$ cat config.mk
export PLATFORM = sky130hd
export DESIGN_NAME = refcounted_id_allocator
export DESIGN_NICKNAME = d
export VERILOG_FILES = /design/src/rtl/rcid_pkg.sv /design/src/rtl/rcid_free_set.sv /design/src/rtl/refcounted_id_allocator.sv
export VERILOG_INCLUDE_DIRS = /design/src /design/src/rtl
export SDC_FILE = /design/constraint.sdc
export NUM_CORES = 2
export LEC_CHECK = 0
export BUFFER_PORTS_ARGS = -buffer_cell sky130_fd_sc_hd__buf_2
export CAP_MARGIN = 40
export CELL_PAD_IN_SITES_DETAIL_PLACEMENT = 0
export CELL_PAD_IN_SITES_GLOBAL_PLACEMENT = 1
export CORE_MARGIN = 2
export CORE_UTILIZATION = 30
export DETAILED_ROUTE_END_ITERATION = 8
export PLACE_DENSITY_LB_ADDON = 0.08
export SYNTH_ARGS = -nofsm -noshare
export SYNTH_HDL_FRONTEND = slang
export SYNTH_MEMORY_MAX_BITS = 65536
export SYNTH_SLANG_ARGS = --single-unit
$ cat constraint.sdc
create_clock -name i_clk -period 47.3 [get_ports i_clk]
set_input_delay 4.73 -clock i_clk [delete_from_list [all_inputs] [get_ports i_clk]]
set_output_delay 4.73 -clock i_clk [all_outputs]
set_load 0.005 [all_outputs]
$ cat src/rtl/assert_macros.svh
// shared assertion macros, clocked on i_clk and held off while i_rst_n is low
`ifndef ASSERT_MACROS_SVH
`define ASSERT_MACROS_SVH

// property that must hold at every clock edge
`define ASSERT_RST(label, prop, msg) \
    label: assert property (@(posedge i_clk) disable iff (!i_rst_n) prop) \
        else $error(msg);

// condition in one cycle implies a condition in the next
`define ASSERT_NEXT(label, pre, post, msg) \
    label: assert property (@(posedge i_clk) disable iff (!i_rst_n) (pre) |=> (post)) \
        else $error(msg);

`endif

$ cat src/rtl/rcid_pkg.sv
package rcid_pkg;

    // operation codes
    localparam logic [2:0] OP_ALLOC    = 3'd0;
    localparam logic [2:0] OP_INC      = 3'd1;
    localparam logic [2:0] OP_DEC      = 3'd2;
    localparam logic [2:0] OP_QUERY    = 3'd3;
    localparam logic [2:0] OP_CONTAINS = 3'd4;
    localparam logic [2:0] OP_CLEAR    = 3'd5;

    // status codes
    localparam logic [2:0] ST_OK        = 3'd0;
    localparam logic [2:0] ST_INVALID   = 3'd1;
    localparam logic [2:0] ST_NOT_FOUND = 3'd2;
    localparam logic [2:0] ST_FULL      = 3'd3;
    localparam logic [2:0] ST_SAT       = 3'd4;

    // commands to the freed-set unit
    typedef struct packed {
        logic prep;   // read the word holding i_id
        logic take;   // remove the smallest freed id, find the next one
        logic give;   // add i_id to the freed set
        logic clear;  // empty the set
    } t_fs_cmd;

endpackage

$ cat src/rtl/rcid_free_set.sv
`include "assert_macros.svh"

module rcid_free_set #(
    parameter int ID_BITS = 8
) (
    input  logic                 i_clk,
    input  logic                 i_rst_n,
    input  rcid_pkg::t_fs_cmd    i_cmd,
    input  logic [ID_BITS-1:0]   i_id,
    output logic [ID_BITS-1:0]   o_min,
    output logic                 o_busy
);

    localparam int FW_BITS = (ID_BITS > 6) ? 5 : ID_BITS - 1;
    localparam int FW      = 1 << FW_BITS;
    localparam int WA      = ID_BITS - FW_BITS;
    localparam logic [WA-1:0] LastWord = '1;

    // freed bitmap, FW ids per word
    logic [FW-1:0] mem [0:(1<<WA)-1];

    logic [FW-1:0]      r_rdata;
    logic [ID_BITS-1:0] r_min;
    logic               r_issue;
    logic               r_chk;
    logic [WA-1:0]      r_raddr;
    logic [WA-1:0]      r_chk_addr;
    logic               r_sweep;
    logic [WA-1:0]      r_swaddr;

    logic [WA-1:0]      id_word;
    logic [FW_BITS-1:0] id_bit;
    logic [WA-1:0]      min_word;
    logic [FW_BITS-1:0] min_bit;
    logic [FW-1:0]      taken;
    logic [FW-1:0]      given;
    logic [FW_BITS:0]   t_ffs;
    logic [FW_BITS:0]   s_ffs;
    logic               rd_en;
    logic [WA-1:0]      rd_addr;
    logic               wr_en;
    logic [WA-1:0]      wr_addr;
    logic [FW-1:0]      wr_data;

    // lowest set bit: {hit, index}
    function automatic logic [FW_BITS:0] first_set(input logic [FW-1:0] w);
        logic [FW_BITS:0] res;
        res = '0;
        for (int k = FW - 1; k >= 0; k--) begin
            if (w[k]) begin
                res = {1'b1, FW_BITS'(k)};
            end
        end
        return res;
    endfunction

    assign id_word  = i_id[ID_BITS-1:FW_BITS];
    assign id_bit   = i_id[FW_BITS-1:0];
    assign min_word = r_min[ID_BITS-1:FW_BITS];
    assign min_bit  = r_min[FW_BITS-1:0];
    assign taken    = r_rdata & ~(FW'(1) << min_bit);
    assign given    = r_rdata | (FW'(1) << id_bit);
    assign t_ffs    = first_set(taken);
    assign s_ffs    = first_set(r_rdata);

    assign rd_en   = i_cmd.prep | r_issue;
    assign rd_addr = r_issue ? r_raddr : id_word;

    always_comb begin
        wr_en   = 1'b0;
        wr_addr = id_word;
        wr_data = given;
        if (r_sweep) begin
            wr_en   = 1'b1;
            wr_addr = r_swaddr;
            wr_data = '0;
        end else if (i_cmd.take) begin
            wr_en   = 1'b1;
            wr_addr = min_word;
            wr_data = taken;
        end else if (i_cmd.give) begin
            wr_en   = 1'b1;
        end
    end

    always_ff @(posedge i_clk) begin
        if (wr_en) begin
            mem[wr_addr] <= wr_data;
        end
        if (rd_en) begin
            r_rdata <= mem[rd_addr];
        end
    end

    always_ff @(posedge i_clk) begin
        if (r_issue) begin
            r_raddr    <= r_raddr + 1'b1;
            r_chk_addr <= r_raddr;
        end
        if (i_cmd.take && !t_ffs[FW_BITS]) begin
            r_raddr <= min_word + 1'b1;
        end
    end

    always_ff @(posedge i_clk) begin
        if (!i_rst_n) begin
            r_min    <= '0;
            r_issue  <= 1'b0;
            r_chk    <= 1'b0;
            r_sweep  <= 1'b1;
            r_swaddr <= '0;
        end else begin
            if (r_sweep) begin
                r_swaddr <= r_swaddr + 1'b1;
                if (r_swaddr == LastWord) begin
                    r_sweep <= 1'b0;
                end
            end
            // upward scan: one word read per cycle, checked in the next cycle
            if (r_chk && s_ffs[FW_BITS]) begin
                r_min   <= {r_chk_addr, s_ffs[FW_BITS-1:0]};
                r_issue <= 1'b0;
                r_chk   <= 1'b0;
            end else begin
                r_chk <= r_issue;
                if (r_issue && r_raddr == LastWord) begin
                    r_issue <= 1'b0;
                end
            end
            if (i_cmd.clear) begin
                r_sweep  <= 1'b1;
                r_swaddr <= '0;
                r_min    <= '0;
            end
            if (i_cmd.give && (r_min == '0 || i_id < r_min)) begin
                r_min <= i_id;
            end
            if (i_cmd.take) begin
                if (t_ffs[FW_BITS]) begin
                    r_min <= {min_word, t_ffs[FW_BITS-1:0]};
                end else begin
                    r_min <= '0;
                    if (min_word != LastWord) begin
                        r_issue <= 1'b1;
                    end
                end
            end
        end
    end

    assign o_min  = r_min;
    assign o_busy = r_sweep | r_issue | r_chk;

    `ASSERT_RST(a_fs_cmd_onehot, $onehot0(i_cmd), "free set: overlapping commands")
    `ASSERT_RST(a_fs_take_nonempty, i_cmd.take |-> r_min != '0, "free set: take from empty set")
    `ASSERT_RST(a_fs_cmd_idle, i_cmd != '0 |-> !o_busy, "free set: command while busy")

endmodule

$ cat src/rtl/refcounted_id_allocator.sv
// Reference-counted id allocator: hands out ids 1..2^ID_BITS-1, reusing the smallest
// freed id first, and keeps a COUNT_BITS reference count per live id in a single-port
// entry memory with a registered read. Each request gives one result. A request's entry
// is read when taken and written back when its result is registered, which waits while
// the output is held; no new request is taken meanwhile. An allocate that empties the
// freed-bitmap word of the smallest freed id scans the later words upward, one word of
// 32 ids (half the ids if ID_BITS <= 6) per cycle, holding off requests until the scan
// ends. After reset and after a clear the entry memory is swept one entry per cycle, and
// no request is taken until it ends. Input tdata: op, ident; output tdata: new_ident,
// ref_count, present, status; each from the lowest bit up, zero-padded to whole bytes.
`include "assert_macros.svh"

module refcounted_id_allocator #(
    parameter int ID_BITS    = 8,
    parameter int COUNT_BITS = 16
) (
    input  logic                                         i_clk,
    input  logic                                         i_rst_n,
    input  logic                                         i_s_axis_tvalid,
    output logic                                         o_s_axis_tready,
    // op[2:0], ident[ID_BITS-1:0]
    input  logic [((3+ID_BITS+7)/8)*8-1:0]               i_s_axis_tdata,
    output logic                                         o_m_axis_tvalid,
    input  logic                                         i_m_axis_tready,
    // new_ident[ID_BITS-1:0], ref_count[COUNT_BITS-1:0], present, status[2:0]
    output logic [((ID_BITS+COUNT_BITS+4+7)/8)*8-1:0]    o_m_axis_tdata
);

    localparam int OUT_W = ((ID_BITS + COUNT_BITS + 4 + 7) / 8) * 8;
    localparam logic [ID_BITS-1:0]    IdLast   = '1;
    localparam logic [COUNT_BITS-1:0] CountMax = '1;

    typedef enum logic [2:0] {
        S_SWEEP = 3'b001,
        S_IDLE  = 3'b010,
        S_EXEC  = 3'b100
    } t_state;

    // entry: {live, count}
    logic [COUNT_BITS:0] ent_mem [0:(1<<ID_BITS)-1];

    t_state              r_state;
    logic [ID_BITS-1:0]  r_swaddr;
    logic [ID_BITS-1:0]  r_fresh;
    logic [2:0]          r_op;
    logic [ID_BITS-1:0]  r_id;
    logic [COUNT_BITS:0] r_ent;
    logic                r_out_valid;
    logic [ID_BITS-1:0]  r_out_nid;
    logic [COUNT_BITS-1:0] r_out_cnt;
    logic                r_out_pres;
    logic [2:0]          r_out_st;

    logic [ID_BITS-1:0]    n_fresh;
    logic [ID_BITS-1:0]    n_nid;
    logic [COUNT_BITS-1:0] n_cnt;
    logic                  n_pres;
    logic [2:0]            n_st;

    logic [2:0]            in_op;
    logic [ID_BITS-1:0]    in_id;
    logic                  accept;
    logic                  out_free;
    logic                  fire;
    logic                  ent_live;
    logic [COUNT_BITS-1:0] ent_cnt;
    logic [COUNT_BITS-1:0] inc_cnt;
    logic [COUNT_BITS-1:0] dec_cnt;
    logic                  ent_we;
    logic [ID_BITS-1:0]    ent_wa;
    logic [COUNT_BITS:0]   ent_wd;
    logic [ID_BITS-1:0]    pick;
    rcid_pkg::t_fs_cmd     fs_cmd;
    logic [ID_BITS-1:0]    fs_id;
    logic [ID_BITS-1:0]    fs_min;
    logic                  fs_busy;

    assign in_op    = i_s_axis_tdata[2:0];
    assign in_id    = i_s_axis_tdata[3 +: ID_BITS];
    assign o_s_axis_tready = (r_state == S_IDLE) && !fs_busy;
    assign accept   = i_s_axis_tvalid && o_s_axis_tready;
    assign out_free = !r_out_valid || i_m_axis_tready;
    assign fire     = (r_state == S_EXEC) && out_free;

    assign ent_live = r_ent[COUNT_BITS];
    assign ent_cnt  = r_ent[COUNT_BITS-1:0];
    assign inc_cnt  = COUNT_BITS'(ent_cnt + 1'b1);
    assign dec_cnt  = COUNT_BITS'(ent_cnt - 1'b1);

    always_comb begin
        n_fresh      = r_fresh;
        n_nid        = '0;
        n_cnt        = '0;
        n_pres       = 1'b0;
        n_st         = rcid_pkg::ST_OK;
        ent_we       = 1'b0;
        ent_wa       = r_id;
        ent_wd       = {1'b0, ent_cnt};
        pick         = '0;
        fs_cmd       = '0;
        fs_cmd.prep  = accept;
        if (r_state == S_SWEEP) begin
            ent_we = 1'b1;
            ent_wa = r_swaddr;
            ent_wd = '0;
        end else if (fire) begin
            unique case (r_op)
                rcid_pkg::OP_ALLOC: begin
                    if (fs_min != '0) begin
                        pick        = fs_min;
                        fs_cmd.take = 1'b1;
                    end else if (r_fresh != '0) begin
                        pick    = r_fresh;
                        n_fresh = r_fresh + 1'b1;
                    end
                    if (pick == '0) begin
                        n_st = rcid_pkg::ST_FULL;
                    end else begin
                        ent_we = 1'b1;
                        ent_wa = pick;
                        ent_wd = {1'b1, COUNT_BITS'(1)};
                        n_nid  = pick;
                        n_cnt  = COUNT_BITS'(1);
                    end
                end
                rcid_pkg::OP_INC, rcid_pkg::OP_DEC,
                rcid_pkg::OP_QUERY, rcid_pkg::OP_CONTAINS: begin
                    priority if (r_id == '0) begin
                        n_st = rcid_pkg::ST_INVALID;
                    end else if (r_op == rcid_pkg::OP_CONTAINS) begin
                        n_pres = ent_live;
                    end else if (!ent_live) begin
                        n_st = rcid_pkg::ST_NOT_FOUND;
                    end else if (r_op == rcid_pkg::OP_INC) begin
                        if (ent_cnt == CountMax) begin
                            n_cnt = CountMax;
                            n_st  = rcid_pkg::ST_SAT;
                        end else begin
                            ent_we = 1'b1;
                            ent_wd = {1'b1, inc_cnt};
                            n_cnt  = inc_cnt;
                        end
                    end else if (r_op == rcid_pkg::OP_DEC) begin
                        // count of one or less frees the id
                        if (ent_cnt[COUNT_BITS-1:1] == '0) begin
                            ent_we      = 1'b1;
                            ent_wd      = {1'b0, ent_cnt};
                            fs_cmd.give = 1'b1;
                        end else begin
                            ent_we = 1'b1;
                            ent_wd = {1'b1, dec_cnt};
                            n_cnt  = dec_cnt;
                        end
                    end else begin
                        n_cnt = ent_cnt;
                    end
                end
                rcid_pkg::OP_CLEAR: begin
                    fs_cmd.clear = 1'b1;
                end
                default: begin
                end
            endcase
        end
    end

    // read address for the freed bitmap: smallest freed id on allocate
    assign fs_id = accept ? ((in_op == rcid_pkg::OP_ALLOC) ? fs_min : in_id) : r_id;

    rcid_free_set #(
        .ID_BITS (ID_BITS)
    ) u_free_set (
        .i_clk   (i_clk),
        .i_rst_n (i_rst_n),
        .i_cmd   (fs_cmd),
        .i_id    (fs_id),
        .o_min   (fs_min),
        .o_busy  (fs_busy)
    );

    always_ff @(posedge i_clk) begin
        if (ent_we) begin
            ent_mem[ent_wa] <= ent_wd;
        end
        if (accept) begin
            r_ent <= ent_mem[in_id];
            r_op  <= in_op;
            r_id  <= in_id;
        end
        if (fire) begin
            r_out_nid  <= n_nid;
            r_out_cnt  <= n_cnt;
            r_out_pres <= n_pres;
            r_out_st   <= n_st;
        end
    end

    always_ff @(posedge i_clk) begin
        if (!i_rst_n) begin
            r_state     <= S_SWEEP;
            r_swaddr    <= '0;
            r_fresh     <= ID_BITS'(1);
            r_out_valid <= 1'b0;
        end else begin
            unique case (r_state)
                S_SWEEP: begin
                    r_swaddr <= r_swaddr + 1'b1;
                    if (r_swaddr == IdLast) begin
                        r_state <= S_IDLE;
                    end
                end
                S_IDLE: begin
                    if (accept) begin
                        r_state <= S_EXEC;
                    end
                end
                S_EXEC: begin
                    if (fire) begin
                        if (r_op == rcid_pkg::OP_CLEAR) begin
                            r_state  <= S_SWEEP;
                            r_swaddr <= '0;
                        end else begin
                            r_state <= S_IDLE;
                        end
                    end
                end
                default: begin
                    r_state <= S_SWEEP;
                end
            endcase
            if (fire) begin
                r_fresh <= (r_op == rcid_pkg::OP_CLEAR) ? ID_BITS'(1) : n_fresh;
            end
            if (fire) begin
                r_out_valid <= 1'b1;
            end else if (i_m_axis_tready) begin
                r_out_valid <= 1'b0;
            end
        end
    end

    assign o_m_axis_tvalid = r_out_valid;
    assign o_m_axis_tdata  = OUT_W'({r_out_st, r_out_pres, r_out_cnt, r_out_nid});

    `ASSERT_NEXT(a_accept_exec, accept, r_state == S_EXEC, "request not executed")
    `ASSERT_NEXT(a_fire_out, fire, o_m_axis_tvalid, "result lost")
    `ASSERT_RST(a_full_result, r_out_valid && r_out_st == rcid_pkg::ST_FULL |-> r_out_nid == '0 && r_fresh == '0, "full with ids left")

endmodule
==> results.py <==
metrics = {
    "outcome": {
        "status": "complete, no violations",
    },
    "synth": {
        "ys_async_sr_fraction_pct": 0,
        "synth_cell_types": 84,
        "postSynthAreaPerCell_um2": 21.53,
        "synth_ff_type": "edfxtp_1",
        "synth_top_family_by_area": "multiplexers",
        "ys_ff_latch": 4736,
        "ys.warnings.count": 0,
        "synthXorXnorAreaFrac_pct": 0.1339,
        "synth_compound_area_share_pct": 4.464,
        "synth-edff-count": 4702,
        "synth-simple-area-share_pct": 2.079,
        "syn_area_um2": 183200,
        "synth-seq-area-share_pct": 77.46,
        "synth.area.mux_share_pct": 14.54,
        "synth_adder_area_share_pct": 0.1161,
        "syn_inst": 8506,
    },
    "clock_network": {
        "cts_max_level": 6,
        "cts_root_buffer": "clkbuf_16",
        "clk_latency_ns": 1.07,
        "clk_transition_reported_paths_ns": 0.06,
        "ctsHoldBuffers": 0,
        "numCtsBuffers": 545,
        "clk_path_buf_depth": 4,
        "cts_sinks": 4736,
        "cts_tree": "yes",
        "cts_setup_buffers": 0,
        "cts_resized": 0,
    },
    "grt": {
        "grt_pass1_vias": 94290,
        "overflow": 0,
        "antenna_found_initial": 31,
        "met2_usage_pct": 29.07,
        "grt.met3_usage_pct": 2.702,
        "grt_use_met1_pct": 25.03,
        "grt_max_degree": 192,
        "grt_first_pass_wirelength_um": 773200,
        "top_usage_layer": "met2",
        "grtUsageTotal_pct": 17.78,
    },
    "die": {
        "std_cell_rows": 287,
        "chipWidth_um": 785.4,
        "core_um2": 609400,
        "initial_core_util_pct": 30.06,
        "die_h_um": 785.4,
        "dieArea_um2": 616800,
        "pin_count": 54,
    },
    "placement": {
        "io_buffer_count": 44,
        "hpwl_um": 332800,
        "place_congestion": 0.7778,
    },
    "setup_path": {
        "worstPathCellList": "buf_12 -> buf_4 -> buf_4 -> buf_4 -> buf_4 -> buf_4 -> buf_4 -> mux4_2 -> a22o_1 -> a221oi_1 -> o22ai_1 -> nor3_2 -> o221ai_1",
        "required_ns": 48.04,
        "critPathLaunchType": "primary input",
        "cp_max_fo": 51,
        "cpPeakStageDelay_ns": 0.75,
        "endpoint_kind": "flip-flop",
        "critPathKind": "in2reg",
        "crit_path_top_delay_cell": "nor3_2",
        "crit_arrival_ns": 11.69,
        "cp_common_cell": "buf_4",
    },
    "detailed_routing": {
        "drt_iter0_markers": 8228,
        "dr.pass1.iters": 6,
        "drt-total-wl_um": 558100,
        "vias": 90720,
        "drc": 0,
        "avgViaCountPerCell": 5.137,
        "wl_per_cell_um": 31.60,
        "ant_nets": 0,
    },
    "timing": {
        "tightest_slew_ns": 1.463,
        "drv_slew": 0,
        "fin_tns_setup_ns": 0,
        "finalCritPeriodShare_pct": 23.14,
        "hold_slack_ns": 0.5216,
        "grt_setup_unrepaired": "no",
        "setup_viol": 0,
        "hold_viol": 0,
        "max_freq_mhz": 91.36,
        "fin_worst_skew_ns": 0.05463,
        "maxSlewHeadroom_pct": 2.472,
        "period_needed_ns": 10.95,
    },
    "final_layout": {
        "drive_gt1_share_pct": 28.95,
        "final_common_cell": "edfxtp_1",
        "nNetsFinal": 9170,
        "area_growth_pct": 17.16,
        "final_cell_mix": "4702 x edfxtp_1, 1152 x mux4_2, 575 x clkbuf_16",
        "fillers": 56230,
    },
    "flow_run": {
        "max_cap_violations": 0,
    },
    "power": {
        "power_leakage_nw": 65.18,
        "power_density_nw_per_um2": 41.68,
        "vdd_drop_max_v": 0.00004513,
    },
    "worst_hold_path": {
        "hold_class": "reg2reg",
    },
}
## synth_stat cells (7+ instances only)
library cell | instances | area, um^2
a31oi_1 | 11 | 68.82
o211ai_1 | 12 | 90.09
nor4_1 | 19 | 118.9
ha_1 | 17 | 212.7
clkbuf_1 | 307 | 1152
a221oi_1 | 139 | 1217
a21oi_1 | 223 | 1116
and3_1 | 20 | 125.1
nor2_1 | 427 | 1603
o2111ai_1 | 10 | 87.58
mux4_2 | 1152 | 25940
nor2b_1 | 14 | 87.58
and2_1 | 8 | 50.05
nand3_1 | 42 | 210.2
mux2_2 | 45 | 506.7
o22ai_1 | 41 | 256.5
o21ai_0 | 101 | 505.5
nand2b_1 | 12 | 75.07
a41oi_1 | 9 | 78.83
edfxtp_1 | 4702 | 141200
a22oi_1 | 293 | 2200
nand4_1 | 22 | 137.6
a21boi_0 | 7 | 52.55
or4_1 | 8 | 60.06
nand2_1 | 122 | 457.9
or3_1 | 7 | 43.79
mux2i_1 | 17 | 170.2
a211oi_1 | 10 | 75.07
o31ai_1 | 10 | 75.07
nor3b_1 | 9 | 67.56
buf_1 | 115 | 431.7
xor2_1 | 16 | 140.1
o21a_1 | 27 | 202.7
a21o_1 | 11 | 82.58
a22o_1 | 137 | 1200
xnor2_1 | 12 | 105.1
dfxtp_1 | 34 | 680.7
inv_1 | 32 | 120.1
buf_2 | 77 | 385.4
nand3b_1 | 7 | 52.55
nor3_1 | 68 | 340.3
o221ai_1 | 51 | 446.7
## per-layer routing
metal | vias up | wire, um
li1 | 37700 | -
met1 | 49930 | 249200
met2 | 2420 | 266100
met3 | 662 | 28920
met4 | 0 | 13800
met5 | - | 0
## path summary, 6_finish.rpt
path | startpoint | end | depth (start not counted) | slack [ns]
min reg2reg | r_swaddr[7] | r_swaddr[7] | 2 | 0.52
max reg2reg | u_free_set.o_min[4] | ent_mem[19][11] | 13 | 40.50
min | r_swaddr[7] | r_swaddr[7] | 2 | 0.52
max | i_s_axis_tdata[3] | r_ent[6] | 13 | 36.35
## state kept, by name (all words and copies together), names as in the netlist
signal	count
u_free_set.r_swaddr	3
r_fresh	8
r_out_pres	1
r_op	3
u_free_set.o_min	8
u_free_set.r_chk	1
u_free_set.r_rdata	32
ent_mem	4352
r_id	8
o_m_axis_tvalid	1
r_out_st	3
r_ent	17
r_out_cnt	16
u_free_set.r_issue	1
u_free_set.mem	256
u_free_set.r_chk_addr	3
r_swaddr	8
u_free_set.r_raddr	3
r_state	3
u_free_set.r_sweep	1
r_out_nid	8
## worst max-delay path, delay by kind of cell
kind	cells	cell delay (ns)
compound gates	4	1.14
simple gates	1	0.75
buf+inv	7	4.19
mux	1	0.59
## power by group
part | switching (mW) | total [mW] | internal [mW]
Sequential | 0.00368 | 4.57 | 4.56
Combinational | 0.218 | 0.342 | 0.124
Clock | 1.68 | 4.03 | 2.36
## stage by stage
stage	total power, mW	cells	cell area [um^2]	utilization, %	setup WS (ns)
2_1_floorplan	4.848	8509	183200	-	29.01
3_5_place_dp	5.008	16670	197500	32.41	34.75
4_1_cts	9.081	17630	214400	35.18	35.94
3_3_place_gp	5.003	16570	196000	32.16	34.79
6_report	8.943	17660	214600	35.21	36.35
5_1_grt	9.241	17640	214500	35.21	35.71
## area by class of cell
class / count / area (um^2) / area share (%)
Clock buffer: 684 / 14800 / 6.896
Clock inverter: 279 / 2085 / 0.9714
Multi-Input combinational cell: 3230 / 40060 / 18.67
Sequential cell: 4736 / 141900 / 66.12
Inverter: 32 / 120.1 / 0.05598
Tap cell: 8092 / 10120 / 4.718
Antenna cell: 17 / 42.54 / 0.01982
Timing Repair Buffer: 588 / 5475 / 2.552
## kinds of logic after synthesis
group,Yosys count
AOI/OAI and AO/OA,1140
xor gates and xnor gates,28
adders and majority gates,17
buffers and inverters,543
DFF,4736
muxes,1215
other,1
and+or+nand+nor,826
Note: power is estimated with default switching activity, not from simulation.
